==> src/design/rpr_pkg.sv <==
// Shared constants, codes and transaction types for the reader progress rank block.
`default_nettype none

package rpr_pkg;

    localparam int USERS_DEF   = 65536;
    localparam int PAGES_DEF   = 1024;
    localparam int UID_W       = 16;
    localparam int PAGE_W      = 10;
    localparam int CNT_W       = 17;
    localparam int FRAC_W      = 16;
    localparam int QUEUE_DEPTH = 2;

    localparam logic OP_UPDATE = 1'b0;
    localparam logic OP_QUERY  = 1'b1;

    // query of an out-of-range user answers as for a user who has not read
    typedef enum logic [1:0] {
        KIND_UPDATE,
        KIND_QUERY,
        KIND_QUERY_NONE
    } cmd_kind_t;

    typedef struct packed {
        cmd_kind_t          kind;
        logic [UID_W-1:0]   uid;
        logic [PAGE_W-1:0]  page;
    } cmd_t;

    typedef struct packed {
        logic full;
        logic valid;
    } queue_status_t;

endpackage

`default_nettype wire

==> src/design/rpr_cmd_fifo.sv <==
// Short command queue between the front end and the execution engine.
`default_nettype none

module rpr_cmd_fifo (
    input  wire logic                   clk,
    input  wire logic                   rst_n,
    input  wire logic                   push,
    input  wire rpr_pkg::cmd_t          push_cmd,
    input  wire logic                   pop,
    output rpr_pkg::cmd_t               head_cmd,
    output rpr_pkg::queue_status_t      q_status
);
    import rpr_pkg::*;

    localparam int PTR_W = (QUEUE_DEPTH > 1) ? $clog2(QUEUE_DEPTH) : 1;
    localparam int CNT_QW = $clog2(QUEUE_DEPTH + 1);

    cmd_t              entry_reg [QUEUE_DEPTH];
    logic [PTR_W-1:0]  wr_ptr_reg, wr_ptr_next;
    logic [PTR_W-1:0]  rd_ptr_reg, rd_ptr_next;
    logic [CNT_QW-1:0] count_reg, count_next;
    logic              do_push, do_pop;

    assign q_status.full  = (count_reg == CNT_QW'(QUEUE_DEPTH));
    assign q_status.valid = (count_reg != '0);
    assign head_cmd       = entry_reg[rd_ptr_reg];
    assign do_push        = push & ~q_status.full;
    assign do_pop         = pop & q_status.valid;

    always_comb
    begin
        wr_ptr_next = wr_ptr_reg;
        rd_ptr_next = rd_ptr_reg;
        count_next  = count_reg;
        if (do_push)
        begin
            wr_ptr_next = (wr_ptr_reg == PTR_W'(QUEUE_DEPTH - 1)) ? '0 : wr_ptr_reg + 1'b1;
        end
        if (do_pop)
        begin
            rd_ptr_next = (rd_ptr_reg == PTR_W'(QUEUE_DEPTH - 1)) ? '0 : rd_ptr_reg + 1'b1;
        end
        if (do_push && !do_pop)
        begin
            count_next = count_reg + 1'b1;
        end
        else if (do_pop && !do_push)
        begin
            count_next = count_reg - 1'b1;
        end
    end

    always_ff @(posedge clk or negedge rst_n)
    begin
        if (!rst_n)
        begin
            wr_ptr_reg <= '0;
            rd_ptr_reg <= '0;
            count_reg  <= '0;
        end
        else
        begin
            wr_ptr_reg <= wr_ptr_next;
            rd_ptr_reg <= rd_ptr_next;
            count_reg  <= count_next;
        end
    end

    always_ff @(posedge clk)
    begin
        if (do_push)
        begin
            entry_reg[wr_ptr_reg] <= push_cmd;
        end
    end

endmodule

`default_nettype wire

==> config.mk <==
export PLATFORM = sky130hd
export DESIGN_NAME = rpr_cmd_fifo
export DESIGN_NICKNAME = d
export VERILOG_FILES = /design/src/design/rpr_pkg.sv /design/src/design/rpr_cmd_fifo.sv
export SDC_FILE = /design/constraint.sdc
export NUM_CORES = 1
export LEC_CHECK = 0
export ABC_AREA = 1
export BUFFER_PORTS_ARGS = -buffer_cell sky130_fd_sc_hd__clkbuf_2
export CAP_MARGIN = 25
export CORE_ASPECT_RATIO = 1.2
export CORE_MARGIN = 4
export CORE_UTILIZATION = 25
export CTS_CLUSTER_SIZE = 20
export DETAILED_ROUTE_END_ITERATION = 7
export GPL_TIMING_DRIVEN = 0
export SETUP_SLACK_MARGIN = 0.15
export SLEW_MARGIN = 25
export SYNTH_ARGS = -nofsm -noshare
export SYNTH_HDL_FRONTEND = slang
export SYNTH_SLANG_ARGS = --single-unit
==> constraint.sdc <==
create_clock -name clk -period 5.3 [get_ports clk]
set_input_delay 0.795 -clock clk [delete_from_list [all_inputs] [get_ports clk]]
set_output_delay 0.795 -clock clk [all_outputs]
set_load 0.005 [all_outputs]
==> results.yml <==
outcome:
  status: "finished clean"
yosys:
  synthTopCellsByArea: "edfxtp_1 74%, nand2_1 16%, dfrtp_1 4.4%, inv_1 1.2%, buf_6 0.99%"
  syn_area_per_cell_um2: 12.8
  synth_cell_types: 14
  syn_inst: 178
  ys_ff_latch: 60
  synth-edff-count: 56
  synth_top_cell_by_area: "edfxtp_1"
  ys_async_sr_fraction: 0.0667
  ys.warnings.count: 0
  netlist.area_leader.share: 0.741
  synth_area_mm2: 0.00227
  syn_nets: 211
  yosysSeqAreaShare: 0.785
  synth_ff_type: "edfxtp_1"
layout:
  layout_commonest_cell: "nand2_1"
  finalNonFillerCells: 373
  layout_common_cells: "95 x nand2_1, 61 x clkbuf_2, 56 x edfxtp_1"
  multiInputGateArea_um2: 418
  nets: 284
  antenna_cells: 0
  drive_gt1_frac: 0.336
  largest_register_ff_count: 56
  fillers: 912
  ff_latch_area_mm2: 0.00178
  syn_to_final_growth_pct: 32.0
pwr:
  leakagePower_uw: 0.00131
  p_total_uw: 1670
  p_per_area_mw_per_mm2: 556
  ir_worst_vdd_mv: 0.273
placement:
  placed_cells: 357
  gp_congestion: 0.610
  portBuffers: 61
  dp_hpwl_um: 3120
die:
  ios: 62
  fp.dieH_um: 112
  rows: 37
  dieArea_mm2: 0.0107
  coreArea_mm2: 0.00870
  die_w_um: 95.0
  start_util: 0.261
worst_setup_path:
  cp_max_fo: 10
  crit_type: "flop to output pin"
  end_kind: "output pin"
  cp.arrival_ns: 1.34
  cp-start-kind: "flop"
  critical_path_required_ns: 4.51
flow_run:
  maxCapViolations: 0
clock_network:
  clkSinkCount: 60
  cts_hold_buf: 0
  clockRootBuffer: "clkbuf_8"
  clockBufferDepth: 2
  cts_tree: "yes"
  post-cts-setup-buffer-count: 0
  cts_resized: 0
  insertion_delay_ns: 0.33
  htreeDepth: 3
  cts_made_buffers: 9
  clkSlewWorstSetupHoldPaths_ns: 0.07
global_route:
  grt_use_total: 0.0907
  grt_max_degree: 29
  grt_overflow: 0
  grt_pass1_vias: 1478
  antenna_found_initial: 1
  grt_pass1_wl_um: 7110
sta:
  worst_pin_slew_ns: 0.636
  fin_tns_setup_ns: 0
  fin_crit_ns: 2.13
  fmax_mhz: 468
  fin_crit_sh: 0.403
  setup_viol: 0
  rsz0062_at_grt: "false"
  worst_clock_skew_ns: 0.00590
  hold_viol_final: 0
  maxSlewHeadroom: 0.575
  final_max_slew_viol_count: 0
route:
  first_pass_iters: 4
  drc: 0
  routedWlPerCell_um: 11.9
  routed_wl_um: 4430
  ant_nets: 0
  via_per_inst: 3.91
  drt_iter0_markers: 36
  via_count: 1458
min_path:
  hold_class: "input port to asynchronous set/reset pin"
## report_power, final
part,switching [uW],internal [uW]
Clock,175,312
Sequential,31.4,649
Combinational,300,198
Total,507,1160
## stage by stage
step           utilization  instance area [um2]  hold slack (ns)  worst slack, ns
3_5_place_dp         0.317                 2760            0.464             3.24
5_1_grt              0.344                 3000            0.241             3.05
4_1_cts              0.344                 3000            0.246             3.12
2_1_floorplan            -                 2270            0.442             2.80
3_3_place_gp         0.313                 2720            0.453             1.95
6_report             0.344                 3000            0.268             3.17
## worst paths after layout
path                               from          endpoint  cells after the start  slack (ns)
setup / recovery             rd_ptr_reg      head_cmd[15]                      6        3.17
hold / removal                    rst_n        rd_ptr_reg                      1        0.27
setup reg to reg           count_reg[1]  entry_reg[0][15]                      5        3.64
hold reg to reg            count_reg[1]      count_reg[1]                      2        0.49
max in group asynchronous         rst_n      count_reg[0]                      1        4.90
min in group clk           count_reg[1]      count_reg[1]                      2        0.49
## layer usage
layer | global-route usage | part of all wire | wire length, um
met1 | 0.0988 | 0.42 | 1880
met2 | 0.147 | 0.50 | 2200
met5 | 0 | 0.0018 | 8
met4 | 0.0404 | 0.012 | 53
met3 | 0.0449 | 0.066 | 292
## cell families (layout without fill, tap and decap cells)
kind of cell,count (synthesis),count (layout),synth area share
flops,60,60,0.785
simple gates,101,101,0.169
buf+inv,14,92,0.0342
compound gates,1,1,0.00220
xor+xnor,1,1,0.00386
fa+ha+maj,1,1,0.00551
## final cells by class
type / instances / share of cell area
buffer: 6 / 0.0159
clock buffer: 10 / 0.0426
sequential: 60 / 0.595
timing repair buffer: 62 / 0.111
multi-input combinational: 104 / 0.139
clock inverter: 6 / 0.0376
inverter: 8 / 0.0100
tap: 117 / 0.0489
## critical path, stage by stage, from the launching register on
cell,delay [ns]
dfrtp_1,0.40
inv_2,0.06
buf_4,0.17
buf_6,0.16
nand2_1,0.06
nand2_1,0.06
clkbuf_2,0.11
## synthesized netlist by cell type (2+ instances only)
master,instances
edfxtp_1,56
buf_2,2
nand3_1,2
inv_1,7
dfrtp_1,4
nand2_1,95
buf_6,2
buf_4,2
nor2_1,3
No activity file was read; power rests on OpenSTA's default activity.
